--- src/hw/rtl/svg_pkg.sv ---
package svg_pkg;

    localparam int CNT_W       = 13;
    localparam int RAD_W       = 16;
    localparam int REM_W       = CNT_W + 1;
    localparam int DIV_STEPS   = 32;
    localparam int QUO_W       = DIV_STEPS + 1;
    localparam int TEX_TAP     = 16;
    localparam int TEX_W       = TEX_TAP + 1;
    localparam int ROT_W       = 34;
    localparam int Q15_W       = 16;
    localparam int POS_W       = 17;
    localparam int CFG_IDX_W   = 2;
    localparam int IN_DATA_W   = 32;
    localparam int OUT_DATA_W  = 136;
    localparam int ATAN_ENTRIES = 24;

    localparam int CORDIC_STAGES_DEF = 16;
    localparam int MAX_DIVISIONS_DEF = 4096;

    localparam logic [CFG_IDX_W-1:0] REG_RADIUS  = 2'd0;
    localparam logic [CFG_IDX_W-1:0] REG_SECTORS = 2'd1;
    localparam logic [CFG_IDX_W-1:0] REG_STACKS  = 2'd2;

    localparam logic [RAD_W-1:0] RADIUS_RST  = 16'd256;
    localparam logic [CNT_W-1:0] SECTORS_RST = 13'd36;
    localparam logic [CNT_W-1:0] STACKS_RST  = 13'd18;

    localparam logic signed [ROT_W-1:0] CORDIC_GAIN = 34'sd652032874;

    localparam logic [31:0] ATAN_TURNS [ATAN_ENTRIES] = '{
        32'h20000000, 32'h12E4051E, 32'h09FB385B, 32'h051111D4, 32'h028B0D43, 32'h0145D7E1,
        32'h00A2F61E, 32'h00517C55, 32'h0028BE53, 32'h00145F2F, 32'h000A2F98, 32'h000517CC,
        32'h00028BE6, 32'h000145F3, 32'h0000A2FA, 32'h0000517D, 32'h000028BE, 32'h0000145F,
        32'h00000A30, 32'h00000518, 32'h0000028C, 32'h00000146, 32'h000000A3, 32'h00000051
    };

    typedef struct packed {
        logic [REM_W-1:0] rem;
        logic [QUO_W-1:0] quo;
    } svg_div_t;

    typedef struct packed {
        logic signed [ROT_W-1:0] x;
        logic signed [ROT_W-1:0] y;
        logic signed [ROT_W-1:0] z;
        logic [1:0]              quad;
    } svg_rot_t;

    function automatic logic signed [Q15_W-1:0] sat_q15(input logic signed [ROT_W-1:0] v);
        logic signed [ROT_W-1:0] r;
        r = (v + 34'sd16384) >>> 15;
        if (r > 34'sd32767)
            return 16'sd32767;
        else if (r < -34'sd32767)
            return -16'sd32767;
        else
            return r[Q15_W-1:0];
    endfunction

endpackage

--- src/hw/rtl/svg_delay.sv ---
module svg_delay #(
    parameter int WIDTH = 1,
    parameter int DEPTH = 1
) (
    input  logic             clk,
    input  logic             en,
    input  logic [WIDTH-1:0] din,
    output logic [WIDTH-1:0] dout
);

    logic [WIDTH-1:0] tap_reg [DEPTH];

    always_ff @(posedge clk)
    begin
        if (en)
        begin
            tap_reg[0] <= din;
            for (int k = 1; k < DEPTH; k++)
            begin
                tap_reg[k] <= tap_reg[k-1];
            end
        end
    end

    assign dout = tap_reg[DEPTH-1];

endmodule

--- src/hw/rtl/svg_div_cell.sv ---
module svg_div_cell (
    input  logic                          clk,
    input  logic                          en,
    input  logic [svg_pkg::CNT_W-1:0]     divisor,
    input  svg_pkg::svg_div_t             d_in,
    output svg_pkg::svg_div_t             d_out
);

    svg_pkg::svg_div_t        d_reg;
    svg_pkg::svg_div_t        d_next;
    logic [svg_pkg::REM_W-1:0] rem2;
    logic                     ge;

    always_comb
    begin
        rem2 = {d_in.rem[svg_pkg::REM_W-2:0], 1'b0};
        ge   = rem2 >= {1'b0, divisor};
        d_next.rem = ge ? rem2 - {1'b0, divisor} : rem2;
        d_next.quo = {d_in.quo[svg_pkg::QUO_W-2:0], ge};
    end

    always_ff @(posedge clk)
    begin
        if (en)
        begin
            d_reg <= d_next;
        end
    end

    assign d_out = d_reg;

endmodule

--- src/hw/rtl/svg_div.sv ---
module svg_div (
    input  logic                      clk,
    input  logic                      en,
    input  logic [svg_pkg::CNT_W-1:0] divisor,
    input  logic [svg_pkg::CNT_W-1:0] dividend,
    output logic [svg_pkg::QUO_W-1:0] quo,
    output logic [svg_pkg::REM_W-1:0] rem,
    output logic [svg_pkg::TEX_W-1:0] tex
);

    svg_pkg::svg_div_t         stage [svg_pkg::DIV_STEPS+1];
    logic                      whole;
    logic [svg_pkg::CNT_W-1:0] half;
    logic [svg_pkg::REM_W:0]   tap_sum;
    logic [svg_pkg::TEX_W-1:0] tex_next;
    logic [svg_pkg::TEX_W-1:0] tex_reg;

    assign whole = dividend == divisor;
    assign half  = divisor >> 1;
    assign stage[0].rem = whole ? '0 : {1'b0, dividend};
    assign stage[0].quo = {{(svg_pkg::QUO_W-1){1'b0}}, whole};

    for (genvar k = 0; k < svg_pkg::DIV_STEPS; k++)
    begin : g_cell
        svg_div_cell u_cell (
            .clk     (clk),
            .en      (en),
            .divisor (divisor),
            .d_in    (stage[k]),
            .d_out   (stage[k+1])
        );
    end

    assign tap_sum  = {1'b0, stage[svg_pkg::TEX_TAP].rem} + {2'b00, half};
    assign tex_next = stage[svg_pkg::TEX_TAP].quo[svg_pkg::TEX_W-1:0]
                    + {{(svg_pkg::TEX_W-1){1'b0}}, (tap_sum >= {2'b00, divisor})};

    always_ff @(posedge clk)
    begin
        if (en)
        begin
            tex_reg <= tex_next;
        end
    end

    svg_delay #(
        .WIDTH (svg_pkg::TEX_W),
        .DEPTH (svg_pkg::DIV_STEPS - svg_pkg::TEX_TAP - 1)
    ) u_tex_dly (
        .clk  (clk),
        .en   (en),
        .din  (tex_reg),
        .dout (tex)
    );

    assign quo = stage[svg_pkg::DIV_STEPS].quo;
    assign rem = stage[svg_pkg::DIV_STEPS].rem;

endmodule

--- config.mk ---
export PLATFORM = sky130hd
export DESIGN_NAME = svg_div
export DESIGN_NICKNAME = d
export VERILOG_FILES = /design/src/hw/rtl/svg_pkg.sv /design/src/hw/rtl/svg_delay.sv /design/src/hw/rtl/svg_div_cell.sv /design/src/hw/rtl/svg_div.sv
export SDC_FILE = /design/constraint.sdc
export NUM_CORES = 2
export LEC_CHECK = 0
export BUFFER_PORTS_ARGS = -buffer_cell sky130_fd_sc_hd__clkbuf_2
export CORE_UTILIZATION = 30
export CTS_BUF_LIST = sky130_fd_sc_hd__clkbuf_16
export CTS_CLUSTER_SIZE = 10
export DETAILED_ROUTE_END_ITERATION = 8
export HOLD_SLACK_MARGIN = 0.08
export SYNTH_ARGS = -nofsm -noshare
export SYNTH_HDL_FRONTEND = slang
export SYNTH_HIERARCHICAL = 1
export SYNTH_SLANG_ARGS = --single-unit
export TNS_END_PERCENT = 30
--- constraint.sdc ---
create_clock -name clk -period 12.15 [get_ports clk]
set_input_delay 0.6075 -clock clk [delete_from_list [all_inputs] [get_ports clk]]
set_output_delay 0.6075 -clock clk [all_outputs]
set_load 0.02 [all_outputs]
# Yosys cells after proc, flatten, opt, wreduce, memory -nomap -nowiden
# Memory sizes are Yosys's and may differ from the RTL's.
# Cells that the tools add are included.
[totals]
reg_bits = 995
latchBits = 0
mem_bits_rw = 255
mem_bits_ro = 0
inputBits = 28
out_inout_bits = 64
wordCells = 201
memories = 1
[classes]
add_sub_neg = 34
mul = 0
div = 0
n_lt_le_gt_ge = 33
n_eq_ne = 1
shifts = 0
n_mux = 35
n_bitwise = 0
n_reduce_logical = 0
[memory_table]
columns = ["memory", "words", "width", "read_ports", "rd_clocked_by_memory_dff", "write_ports", "line_no", "text"]
rows = [
  ["u_tex_dly.tap_reg", 15, 17, 15, 0, 15, "svg_delay.sv:11", "logic [WIDTH-1:0] tap_reg [DEPTH];"],
]
[ops]
columns = ["op", "n"]
rows = [
  ["14-bit by 13-bit >= comparator with 1-bit output", 32],
  ["13-bit two-way mux", 31],
  ["13-bit subtractor", 30],
  ["14-bit two-way mux", 2],
  ["14-bit by 13-bit subtractor with 14-bit output", 2],
  ["17-bit by 1-bit adder with 17-bit output", 1],
  ["14-bit by 12-bit adder with 15-bit output", 1],
  ["15-bit by 13-bit >= comparator with 1-bit output", 1],
  ["13-bit == test", 1],
  ["1-bit two-way mux", 2],
]

# Depth between registers and ports, before layout
[depth]
word_depth = 4
depth_mapped = 20

# Modules after synthesis
# The synthesis kept the hierarchy.
[by_module_without_submodules]
columns = ["module", "n_inst", "cells_per_inst", "area_per_inst_um2", "seq_area_each_um2"]
rows = [
  ["svg_div_cell at g_cell[0].u_cell ...", 16, 187, 2381.0, 1411.4],
  ["svg_div_cell at g_cell[25].u_cell ...", 15, 171, 2284.7, 1411.4],
  ["svg_delay", 1, 255, 7657.3, 7657.3],
  ["svg_div_cell at g_cell[24].u_cell", 1, 171, 2283.4, 1411.4],
  ["svg_div", 1, 220, 1985.7, 510.5],
]

# Worst setup path after synthesis
# Ideal clock, no wire load.
[synth_timing]
path_type = "in2reg"
start = "input divisor[5] in the netlist's numbering"
end = "register tex_reg[16] in the netlist's numbering, data pin"
setup_time_ps = 258
t_arrival_ps = 3869
required_time_ps = 11892
path_slack_ps = 8024
cell_stages = 18
path_buffers = 0
cell_sequence = "ha_1 a21o_1 a21oi_2 a21oi_1 or4b_1 o211a_1 ha_1 a21oi_1 o21ai_0 a311o_1 a21oi_1 nand4_1 ha_1 nand2_1 nor4_4 and4_1 nand3_1 xnor2_1"
[synth_between]
elab_chain_cells = 3
[synth_rtl]
columns = ["item", "line_no", "text"]
rows = [
  ["start: declaration", "svg_div.sv:4", "input logic [svg_pkg::CNT_W-1:0] divisor,"],
  ["14-bit by 12-bit adder with 15-bit output", "svg_div.sv:34", "assign tap_sum = {1'b0, stage[svg_pkg::TEX_TAP].rem} + {2'b00, half};"],
  ["15-bit by 13-bit >= comparator with 1-bit output (*)", "svg_div.sv:36", "+ {{(svg_pkg::TEX_W-1){1'b0}}, (tap_sum >= {2'b00, divisor})};"],
  ["17-bit by 1-bit adder with 17-bit output (*)", "svg_div.sv:36", ""],
  ["via tex_next (one bit)", "svg_div.sv:15", "logic [svg_pkg::TEX_W-1:0] tex_next;"],
  ["end signal: assignment", "svg_div.sv:42", "tex_reg <= tex_next;"],
  ["end: declaration", "svg_div.sv:16", "logic [svg_pkg::TEX_W-1:0] tex_reg;"],
]
# The timed path passes the listed nets; every way through them passes the cells marked *.
# A chain may end at the register's enable or synchronous reset.

==> flow_summary.ini <==
[sta]
grt_setup_unrepaired = no
setup-tns-final_ns = 0
whs_ns = 0.323
tightest_slew_ns = 1.14
fin_skew_ns = 0.0501
drv_slew = 0
slew_headroom_pct = 24.3
period_share_pct = 42.9
fmaxAchievable_mhz = 192
finalSetupViolCount = 0
hold_viol = 0
period_needed_ns = 5.21

[global_routing]
grt_pass1_wl_um = 230000
grt_max_degree = 210
gr-total-overflow = 0
grt_pass1_vias = 41100
track_usage_pct = 12.9
grt_antenna_before_repair = 2

[setup_path]
start_kind = input port
endpoint_kind = register
path_max_fanout = 23
crit_type = in -> reg
crit_arrival_ns = 5.75
required_ns = 12.69

[placement]
postPlaceCellArea_mm2 = 0.0707
routabilityCongestion = 0.868
numPortBuffers = 91
hpwl_um = 98300

[die]
rows = 173
initial_core_util_pct = 30.2
dieArea_mm2 = 0.226
die_y_um = 475
dieWidth_um = 475
ioPinCount = 92
core-area_mm2 = 0.222

[routing]
antenna_left = 0
drc = 0
vias = 42700
routedWlPerCell_um = 17.1
dr.first_iter.drc_count = 3182
first_pass_iters = 6
vias_per_cell = 4.94
wirelength_um = 148000

[finish]
final_cell_area_mm2 = 0.0753
fin_nets = 6101
largest_reg_flops = 978
post_route_cells_drive_above_1_share_pct = 11.1
syn_to_final_growth_pct = 12.1

[clock_tree]
cts-root-buf = clkbuf_16
post_cts_buffers = 0
cts_max_level = 4
hold_buffers = 0
clk_transition_reported_paths_ns = 0.06
cts_resized = 0
cts.sinks = 1250
clkLatencyLatePin_ns = 0.80
clk_path_buf_depth = 3
cts_tree = built
cts_made_buffers = 154

[power_and_ir_drop]
ir_drop_v = 0.000112
powerDensity_mw_per_mm2 = 249
p_leak_nw = 28.8

[synthesis]
synth.avg_cell_area_um2 = 12.3
synth_area_mm2 = 0.0671
syn_inst = 5466
syn_nets = 5970
ys_warn_count = 6

[job]
cap_violations = 0

[run_status]
outcome = finished, final reports clean

[worst_hold_path]
hp-class = in -> reg
[critical path, stage by stage]
cell      delay (ns)
clkbuf_2        0.46
buf_4           0.60
xor2_1          0.15
nor4_1          0.44
nand4_1         0.61
and2_1          0.45
ha_1            0.30
ha_1            0.20
nand4b_1        0.13
o41ai_2         0.08
a221oi_2        0.68
and2_1          0.54
inv_4           0.12
mux2_1          0.35
[cell type report]
cell class              count  area, um^2
repair buffers            121         746
well taps                2975        3720
multi-input cells        3523       26600
fillers                 21800      147000
clock inverters            71         719
inverters                 547        2090
diodes                      1        2.50
flip-flops and latches   1250       37500
clock buffers             154        3850
[cell usage in the layout (no fill, tap or decap), types with 17 or more instances in the layout]
cell	count
xor2_1	94
and3_1	34
nand3_1	220
nor3_1	132
o21bai_1	17
a21o_1	119
o21ai_0	248
a31oi_1	33
nand2_1	189
buf_4	26
clkbuf_2	89
and2_1	61
inv_1	554
clkinv_1	18
o31ai_1	98
fa_1	33
nand4_1	27
nor2_1	313
ha_1	443
mux2_1	64
a21oi_2	18
clkbuf_16	154
a21boi_0	33
a21oi_1	415
o21a_1	114
mux2_2	48
mux2_4	32
a211o_1	32
or3_1	33
or2_2	32
edfxtp_1	1250
nand4b_1	32
o41ai_2	32
nor2b_1	52
a211oi_1	65
xnor2_1	136
[metal layers]
metal	GRT usage (%)	share of wire, %	vias up	wire, um
li1	-	-	20700	-
met1	18.2	49	20600	71600
met2	19.8	44	1033	65100
met3	2.28	4.9	247	7220
met4	3.94	2.5	0	3630
met5	0	0	-	0
[report_power, final]
| part | leakage [nW] | switching [mW] | total, mW | internal (mW) |
|---|---|---|---|---|
| Clock | 2.30 | 1.77 | 4.15 | 2.38 |
| Sequential | 12.2 | 0.584 | 6.76 | 6.18 |
| Combinational | 14.3 | 4.52 | 7.81 | 3.29 |
| Total | 28.8 | 6.87 | 18.7 | 11.8 |
[stage by stage]
| step | power (mW) | util [%] | instances | worst slack (ns) |
|---|---|---|---|---|
| finish | 18.7 | 33.9 | 8642 | 6.94 |
| global route | 20.0 | 33.9 | 8641 | 6.69 |
| CTS | 18.9 | 33.9 | 8641 | 6.99 |
| detailed placement | 14.5 | 31.8 | 8416 | 6.12 |
| global placement | 14.4 | 31.8 | 8416 | 6.21 |
| floorplan | 12.8 | - | 5466 | 8.02 |
[final timing paths]
| path | startpoint | to | slack, ns | depth (start not counted) |
|---|---|---|---|---|
| max | divisor[7] | g_cell[0].u_cell/d_out[36] | 6.94 | 14 |
| min | en | g_cell[31].u_cell/d_out[3] | 0.32 | 1 |
| max reg2reg | g_cell[15].u_cell/d_out[37] | tex_reg[16] | 7.50 | 18 |
| min reg2reg | g_cell[30].u_cell/d_out[6] | g_cell[31].u_cell/d_out[7] | 0.37 | 0 |
No activity file was read; power rests on OpenSTA's default activity.
