### src/hw/rtl/svg_pkg.sv
package svg_pkg;

    localparam int CNT_W       = 13;
    localparam int RAD_W       = 16;
    localparam int REM_W       = CNT_W + 1;
    localparam int DIV_STEPS   = 32;
    localparam int QUO_W       = DIV_STEPS + 1;
    localparam int TEX_TAP     = 16;
    localparam int TEX_W       = TEX_TAP + 1;
    localparam int ROT_W       = 34;
    localparam int Q15_W       = 16;
    localparam int POS_W       = 17;
    localparam int CFG_IDX_W   = 2;
    localparam int IN_DATA_W   = 32;
    localparam int OUT_DATA_W  = 136;
    localparam int ATAN_ENTRIES = 24;

    localparam int CORDIC_STAGES_DEF = 16;
    localparam int MAX_DIVISIONS_DEF = 4096;

    localparam logic [CFG_IDX_W-1:0] REG_RADIUS  = 2'd0;
    localparam logic [CFG_IDX_W-1:0] REG_SECTORS = 2'd1;
    localparam logic [CFG_IDX_W-1:0] REG_STACKS  = 2'd2;

    localparam logic [RAD_W-1:0] RADIUS_RST  = 16'd256;
    localparam logic [CNT_W-1:0] SECTORS_RST = 13'd36;
    localparam logic [CNT_W-1:0] STACKS_RST  = 13'd18;

    localparam logic signed [ROT_W-1:0] CORDIC_GAIN = 34'sd652032874;

    localparam logic [31:0] ATAN_TURNS [ATAN_ENTRIES] = '{
        32'h20000000, 32'h12E4051E, 32'h09FB385B, 32'h051111D4, 32'h028B0D43, 32'h0145D7E1,
        32'h00A2F61E, 32'h00517C55, 32'h0028BE53, 32'h00145F2F, 32'h000A2F98, 32'h000517CC,
        32'h00028BE6, 32'h000145F3, 32'h0000A2FA, 32'h0000517D, 32'h000028BE, 32'h0000145F,
        32'h00000A30, 32'h00000518, 32'h0000028C, 32'h00000146, 32'h000000A3, 32'h00000051
    };

    typedef struct packed {
        logic [REM_W-1:0] rem;
        logic [QUO_W-1:0] quo;
    } svg_div_t;

    typedef struct packed {
        logic signed [ROT_W-1:0] x;
        logic signed [ROT_W-1:0] y;
        logic signed [ROT_W-1:0] z;
        logic [1:0]              quad;
    } svg_rot_t;

    function automatic logic signed [Q15_W-1:0] sat_q15(input logic signed [ROT_W-1:0] v);
        logic signed [ROT_W-1:0] r;
        r = (v + 34'sd16384) >>> 15;
        if (r > 34'sd32767)
            return 16'sd32767;
        else if (r < -34'sd32767)
            return -16'sd32767;
        else
            return r[Q15_W-1:0];
    endfunction

endpackage

### src/hw/rtl/svg_cordic_cell.sv
module svg_cordic_cell #(
    parameter int STEP = 0
) (
    input  logic              clk,
    input  logic              en,
    input  svg_pkg::svg_rot_t r_in,
    output svg_pkg::svg_rot_t r_out
);

    localparam logic signed [svg_pkg::ROT_W-1:0] ANGLE =
        svg_pkg::ROT_W'(svg_pkg::ATAN_TURNS[STEP]);

    svg_pkg::svg_rot_t                r_reg;
    svg_pkg::svg_rot_t                r_next;
    logic signed [svg_pkg::ROT_W-1:0] dx;
    logic signed [svg_pkg::ROT_W-1:0] dy;

    always_comb
    begin
        dx = r_in.y >>> STEP;
        dy = r_in.x >>> STEP;
        r_next.quad = r_in.quad;
        if (!r_in.z[svg_pkg::ROT_W-1])
        begin
            r_next.x = r_in.x - dx;
            r_next.y = r_in.y + dy;
            r_next.z = r_in.z - ANGLE;
        end
        else
        begin
            r_next.x = r_in.x + dx;
            r_next.y = r_in.y - dy;
            r_next.z = r_in.z + ANGLE;
        end
    end

    always_ff @(posedge clk)
    begin
        if (en)
        begin
            r_reg <= r_next;
        end
    end

    assign r_out = r_reg;

endmodule

### src/hw/rtl/svg_cordic.sv
module svg_cordic #(
    parameter int STAGES = svg_pkg::CORDIC_STAGES_DEF
) (
    input  logic                              clk,
    input  logic                              en,
    input  logic [31:0]                       phase,
    output logic signed [svg_pkg::Q15_W-1:0]  cos_q15,
    output logic signed [svg_pkg::Q15_W-1:0]  sin_q15
);

    svg_pkg::svg_rot_t                rot [STAGES+1];
    svg_pkg::svg_rot_t                pre_next;
    logic [31:0]                      biased;
    logic [31:0]                      resid;
    logic signed [svg_pkg::ROT_W-1:0] c_full;
    logic signed [svg_pkg::ROT_W-1:0] s_full;
    logic signed [svg_pkg::Q15_W-1:0] cos_reg;
    logic signed [svg_pkg::Q15_W-1:0] sin_reg;

    always_comb
    begin
        biased = phase + 32'h2000_0000;
        resid  = phase - {biased[31:30], 30'd0};
        pre_next.quad = biased[31:30];
        pre_next.x    = svg_pkg::CORDIC_GAIN;
        pre_next.y    = '0;
        pre_next.z    = {{(svg_pkg::ROT_W-32){resid[31]}}, resid};
    end

    always_ff @(posedge clk)
    begin
        if (en)
        begin
            rot[0] <= pre_next;
        end
    end

    for (genvar k = 0; k < STAGES; k++)
    begin : g_cell
        svg_cordic_cell #(
            .STEP (k)
        ) u_cell (
            .clk   (clk),
            .en    (en),
            .r_in  (rot[k]),
            .r_out (rot[k+1])
        );
    end

    always_comb
    begin
        case (rot[STAGES].quad)
            2'd0:
            begin
                c_full = rot[STAGES].x;
                s_full = rot[STAGES].y;
            end
            2'd1:
            begin
                c_full = -rot[STAGES].y;
                s_full = rot[STAGES].x;
            end
            2'd2:
            begin
                c_full = -rot[STAGES].x;
                s_full = -rot[STAGES].y;
            end
            default:
            begin
                c_full = rot[STAGES].y;
                s_full = -rot[STAGES].x;
            end
        endcase
    end

    always_ff @(posedge clk)
    begin
        if (en)
        begin
            cos_reg <= svg_pkg::sat_q15(c_full);
            sin_reg <= svg_pkg::sat_q15(s_full);
        end
    end

    assign cos_q15 = cos_reg;
    assign sin_q15 = sin_reg;

endmodule

### config.mk
export PLATFORM = sky130hd
export DESIGN_NAME = svg_cordic
export DESIGN_NICKNAME = d
export VERILOG_FILES = /design/src/hw/rtl/svg_pkg.sv /design/src/hw/rtl/svg_cordic_cell.sv /design/src/hw/rtl/svg_cordic.sv
export SDC_FILE = /design/constraint.sdc
export NUM_CORES = 2
export LEC_CHECK = 0
export ABC_CLOCK_PERIOD_IN_PS = 4900
export BUFFER_PORTS_ARGS = -buffer_cell sky130_fd_sc_hd__buf_2
export CAP_MARGIN = 20
export CORE_ASPECT_RATIO = 1.2
export CORE_MARGIN = 8
export CORE_UTILIZATION = 28
export CTS_CLUSTER_DIAMETER = 80
export DETAILED_ROUTE_END_ITERATION = 16
export PLACE_DENSITY = 0.45
export SLEW_MARGIN = 20
export SYNTH_ARGS = -nofsm -noshare
export SYNTH_HDL_FRONTEND = slang
export SYNTH_SLANG_ARGS = --single-unit
### constraint.sdc
create_clock -name clk -period 4.9 [get_ports clk]
set_input_delay 0.98 -clock clk [delete_from_list [all_inputs] [get_ports clk]]
set_output_delay 0.98 -clock clk [all_outputs]
set_load 0.005 [all_outputs]
# == Word-level counts from Yosys, hierarchy flattened ==
# Index checks and enable logic that the tools add are counted.
# totals
register_bits,1692
input_bits,34
output_inout_bits,32
elab_cells,196
# classes
add_sub_neg,98
n_lt_le_gt_ge,4
eq_ne,2
mux,20
reduce_logical,3
# ops
op,count
102-bit two-way mux,15
34-bit case mux with 3 select lines,2
"34-bit by 16-bit adder with 34-bit output, second input constant",3
34-bit by 30-bit adder with 34-bit output,3
34-bit by 30-bit subtractor with 34-bit output,3
34-bit by 19-bit adder with 34-bit output,2
34-bit by 20-bit adder with 34-bit output,2
34-bit by 21-bit adder with 34-bit output,2
34-bit by 22-bit adder with 34-bit output,2
34-bit by 23-bit adder with 34-bit output,2
34-bit by 24-bit adder with 34-bit output,2
34-bit by 25-bit adder with 34-bit output,2
34-bit by 26-bit adder with 34-bit output,2
34-bit by 27-bit adder with 34-bit output,2
34-bit by 28-bit adder with 34-bit output,2
34-bit by 29-bit adder with 34-bit output,2
34-bit by 31-bit adder with 34-bit output,2
34-bit by 32-bit adder with 34-bit output,2
68-bit two-way mux,1
34-bit negator,2
34-bit by 19-bit subtractor with 34-bit output,2
34-bit by 20-bit subtractor with 34-bit output,2
34-bit by 21-bit subtractor with 34-bit output,2
34-bit by 22-bit subtractor with 34-bit output,2
51 further kinds,64

# == Logic depth before layout (Yosys ltp) ==
# depth
ltp_word,5
depth_mapped,22

# == By module ==
# From an unflattened synthesis, not the netlist that was laid out.
# hier_totals
hier_cells,16974
hier_area_um2,157168.2
# by_module_without_submodules
mod,n_inst,cells_each,area_each_um2,seq_area_each_um2
svg_cordic_cell (g_cell[7].u_cell),1,1105,9858.2,3123.0
svg_cordic_cell (g_cell[1].u_cell),1,1083,9781.9,3123.0
svg_cordic_cell (g_cell[2].u_cell),1,1077,9763.1,3123.0
svg_cordic_cell (g_cell[15].u_cell),1,1065,9718.1,3123.0
svg_cordic_cell (g_cell[11].u_cell),1,1012,9534.1,3123.0
svg_cordic_cell (g_cell[5].u_cell),1,1008,9435.3,3123.0
svg_cordic_cell (g_cell[12].u_cell),1,1029,9407.8,3123.0
svg_cordic_cell (g_cell[8].u_cell),1,984,9405.3,3123.0
svg_cordic_cell (g_cell[6].u_cell),1,987,9396.5,3123.0
svg_cordic_cell (g_cell[13].u_cell),1,1003,9346.5,3123.0
svg_cordic_cell (g_cell[4].u_cell),1,1007,9341.5,3123.0
svg_cordic_cell (g_cell[10].u_cell),1,994,9337.7,3123.0
svg_cordic_cell (g_cell[9].u_cell),1,1005,9327.7,3123.0
svg_cordic_cell (g_cell[3].u_cell),1,982,9201.3,3123.0
3 more rows,-,-,-,-

# == Worst setup path after synthesis ==
# Ideal clock, no wire load.
# synth_timing
path_kind,register -> register
from,register g_cell[1].u_cell.r_reg (netlist bit g_cell[1].u_cell.r_out[35])
to,register g_cell[2].u_cell.r_reg (netlist bit g_cell[2].u_cell.r_out[102]) (data pin)
setup_ns,0.258
arrival_ns,4.570
required_ns,4.642
setup_slack_ns,0.072
stages_incl_launch_ff,18
n_path_buf,3
synth_period_minus_slack_ns,4.828
path_cell_list,edfxtp_1 clkbuf_1 buf_1 clkbuf_1 mux2_2 fa_1 a21o_1 a21boi_0 o31ai_1 o2111ai_1 a31oi_1 o41ai_1 nand2_1 a311oi_1 o21ai_0 a21oi_1 nor2_1 xnor2_1
# synth_lines
item,line_no,rtl
from (decl),svg_cordic_cell.sv:13,svg_pkg::svg_rot_t r_reg;
from (signal assigned),svg_cordic_cell.sv:41,r_reg <= r_next;
to (signal assigned),svg_cordic_cell.sv:41,
to (decl),svg_cordic_cell.sv:13,

==> metrics.txt <==
status finished with violations; failing checks setup timing; Starting Density 28.05%; Hold EP rot[1666]$_DFFE_PP_; drt drc 0; syn nets 14560; Worst-Margin Slew 1.071 ns; Post-synth EDFFs 1571; deepest clock path buffer count 4; worst reg2reg endpoint g_cell[7].u_cell.r_out[103]$_DFFE_PP_; vias 99410; core area 456000 um2; first-pass GRT wire length 559.1 mm; largest net degree at the start of global routing 164; CTS tree done; Finished Layout Cells 20650; adder-cell share of the synthesized area 14.37%; Max FO, Critical Path 3; Routed WL 364.4 mm; die footprint 478900 um2; reg-to-reg setup timing slack -0.02 ns; sequential share of the synthesized area 36.88%; uppermost layer routed met4; H-Tree Depth 4; Die Ht 756.5 um; GP Congestion 0.8888; clock slew at reported path FFs 0.06 ns; Final min period 4.922 ns; Crit-path slowest cell or4_4; Final Max Slew Viols 0; Simple-Gate Fraction of Synth Area 13.91%; Root Buffer clkbuf_16; Num CTS Buffers 198; HPWL Detailed 299.0 mm; largest family of logic cells by synthesized area compound AO/OA/AOI/OAI gates; mux cell area share after synthesis 1.557%; worst reg2reg path startpoint g_cell[6].u_cell.r_out[43]$_DFFE_PP_; Final ANT Viol Nets 0; Hold/Removal Path Class in -> reg; startpoint types register; wl on met1 130.8 mm; Tcrit/Tclk final 100.4%; Mapped Area 127900 um2; setup tns final -0.02174 ns; P&R area growth vs syn 20.28%; Syn Area/Cell 9.779 um2; Setup crit end kind register; vias in the first global route 101000; Die X 633.0 um; ys async rst share 0%; hold path startpoint phase[0]; WHS Path Cells 1; worst-skew pair later-pin latency 0.94 ns; Detailed Route Iter0 Violations 3907; RSZ-0062 raised after global routing true; WL per Instance 17.65 um; Top-Level Pins 66; # clock sinks 1571; delay-heaviest family, CP simple AND/OR/NAND/NOR gates; post-place setup slack -0.6691 ns; critical path type reg -> reg; Buf/Inv on CP 3; CP Cell Sequence inv_2, ha_4, nand2b_4, or4_4, nor4_4, buf_4, nand2_2, or4_4, buf_4, o31a_1, xor2_1, ha_1, a21oi_1, nor2b_1, o21ai_1, nand2b_1, and2_4, a311o_1, a41oi_2, a211oi_2, o21a_1, nor2_2, xnor2_1; Worst Reg-to-Reg Cells 23; Worst Path Arrival 5.50 ns; DR pass1 iterations 7; #FFs+latches synth 1571; via-per-instance ratio 4.814; metal2 WL 204.4 mm; Synth Area in Compound Gates 18.19%; number of max-cap violations 0; Nets 15940; Max Fclk 203.2 MHz; Slew headroom 28.11%; Total Routing Usage GR 14.58%; grt ovf 0; post-synthesis xor/xnor area fraction 12.95%; final worst slack -0.02174 ns; port bufs 65; initial antenna violation count 4; Met3 Wirelength 7.318 mm; Synth Instances 13080; Critical Path RT 5.48 ns; placed cells 20210; synth unique cells 103; row count 272; worst-case clock skew 0.1160 ns; layout cells sized above 1 15.19%; Top FF cell, synth edfxtp_1; Hold Vio Cnt, Final 0; slowest stage delay, CP 0.46 ns; synth warn 0; # setup viols final 1
==> cells by family after synthesis <==
group | Yosys count
compound gates | 3661
xor+xnor | 1890
fa+ha+maj | 1443
buf+inv | 721
flops | 1571
mux | 171
other cells | 1
simple gates | 3624
==> worst reg2reg max path, stage by stage, from the launching register on <==
cell      delay, ns
edfxtp_1       0.40
inv_2          0.09
ha_4           0.15
nand2b_4       0.06
or4_4          0.46
nor4_4         0.21
buf_4          0.16
nand2_2        0.05
or4_4          0.46
buf_4          0.16
o31a_1         0.24
xor2_1         0.14
ha_1           0.30
a21oi_1        0.13
nor2b_1        0.06
o21ai_1        0.13
nand2b_1       0.08
and2_4         0.17
a311o_1        0.40
a41oi_2        0.27
a211oi_2       0.10
o21a_1         0.19
nor2_2         0.10
xnor2_1        0.07
==> timing repair <==
action | 4_1_cts | 5_1_grt
endpoints found under the hold margin | 0 | 0
endpoints found under the setup margin | 64 | 133
pin swaps | 34 | 159
hold buffers | 0 | 0
buffers inserted | 25 | 59
resized for setup | 102 | 337
==> how the worst max path moves through the flow <==
| stage | cells after the start | start | slack (ns) | end |
|---|---|---|---|---|
| detailed placement | 21 | g_cell[8].u_cell.r_out[82]$_DFFE_PP_ | -0.67 | g_cell[9].u_cell.r_out[69]$_DFFE_PP_ |
| floorplan | 17 | g_cell[1].u_cell.r_out[35]$_DFFE_PP_ | 0.07 | g_cell[2].u_cell.r_out[102]$_DFFE_PP_ |
| global route | 22 | g_cell[6].u_cell.r_out[43]$_DFFE_PP_ | -0.28 | g_cell[7].u_cell.r_out[103]$_DFFE_PP_ |
| global placement | 21 | g_cell[8].u_cell.r_out[82]$_DFFE_PP_ | -0.75 | g_cell[9].u_cell.r_out[69]$_DFFE_PP_ |
| CTS | 24 | g_cell[8].u_cell.r_out[80]$_DFFE_PP_ | -0.14 | g_cell[9].u_cell.r_out[69]$_DFFE_PP_ |
| finish | 23 | g_cell[6].u_cell.r_out[43]$_DFFE_PP_ | -0.02 | g_cell[7].u_cell.r_out[103]$_DFFE_PP_ |
==> per-stage QoR <==
| step | instance area [um2] | hold WS (ns) | util (%) |
|---|---|---|---|
| after CTS | 151800 | 0.09899 | 33.30 |
| after global placement | 144500 | 0.4009 | 31.69 |
| after global routing | 153900 | 0.1368 | 33.74 |
| final | 153900 | 0.2244 | 33.74 |
| after floorplan | 127900 | 0.4003 | - |
| after detailed placement | 144500 | 0.4045 | 31.69 |
==> registers in the layout (all words and copies together) (netlist names) <==
register	flops
rot	34
g_cell.u_cell.r_out	1505
sin_q15	16
cos_q15	16
==> cells in the final DEF (no fill, tap or decap), types with 365 or more instances in the layout <==
cell type,count
nor3_1,365
buf_4,1252
o21ai_0,497
edfxtp_1,1571
nor2_1,1181
ha_1,1388
inv_1,530
xor2_1,642
nand2_1,609
xnor2_1,1241
a21oi_1,1270
a21o_1,593
==> routing by layer <==
metal / track usage, % / vias up
li1: - / 51410
met1: 13.71 / 46070
met2: 30.51 / 1183
met3: 1.394 / 742
met4: 7.392 / 0
met5: 0 / -
==> layout make-up <==
class,instances,area [um2]
antenna,4,10.01
timing repair buffer,1359,10450
sequential,1571,47180
tap,6028,7542
multi-input combinational,10790,80010
clock inverter,133,1588
inverter,540,2027
clock buffer,225,5077
fill,46890,302200
==> cells in the mapped netlist (all sizes together), types with 103 or more instances <==
master	n	area, um2
o21ai	544	2760
nor3	400	2017
and2	103	644.4
a211oi	128	960.9
nor2b	175	1095
edfxtp	1571	47180
nand3	261	1306
inv	534	2004
o21a	202	1516
nor2	1204	4519
xor2	642	5623
a31oi	142	888.4
nand2	618	2322
xnor2	1247	10920
nand2b	191	1197
o21bai	159	1194
ha	1399	17500
a21o	593	4452
and3	107	670.7
or3	130	828.3
clkbuf	119	446.7
a21oi	1328	6646
Power is left out: the tool's default activity adds up to more than one toggle a clock period on the data nets, which glitch-free logic cannot reach.
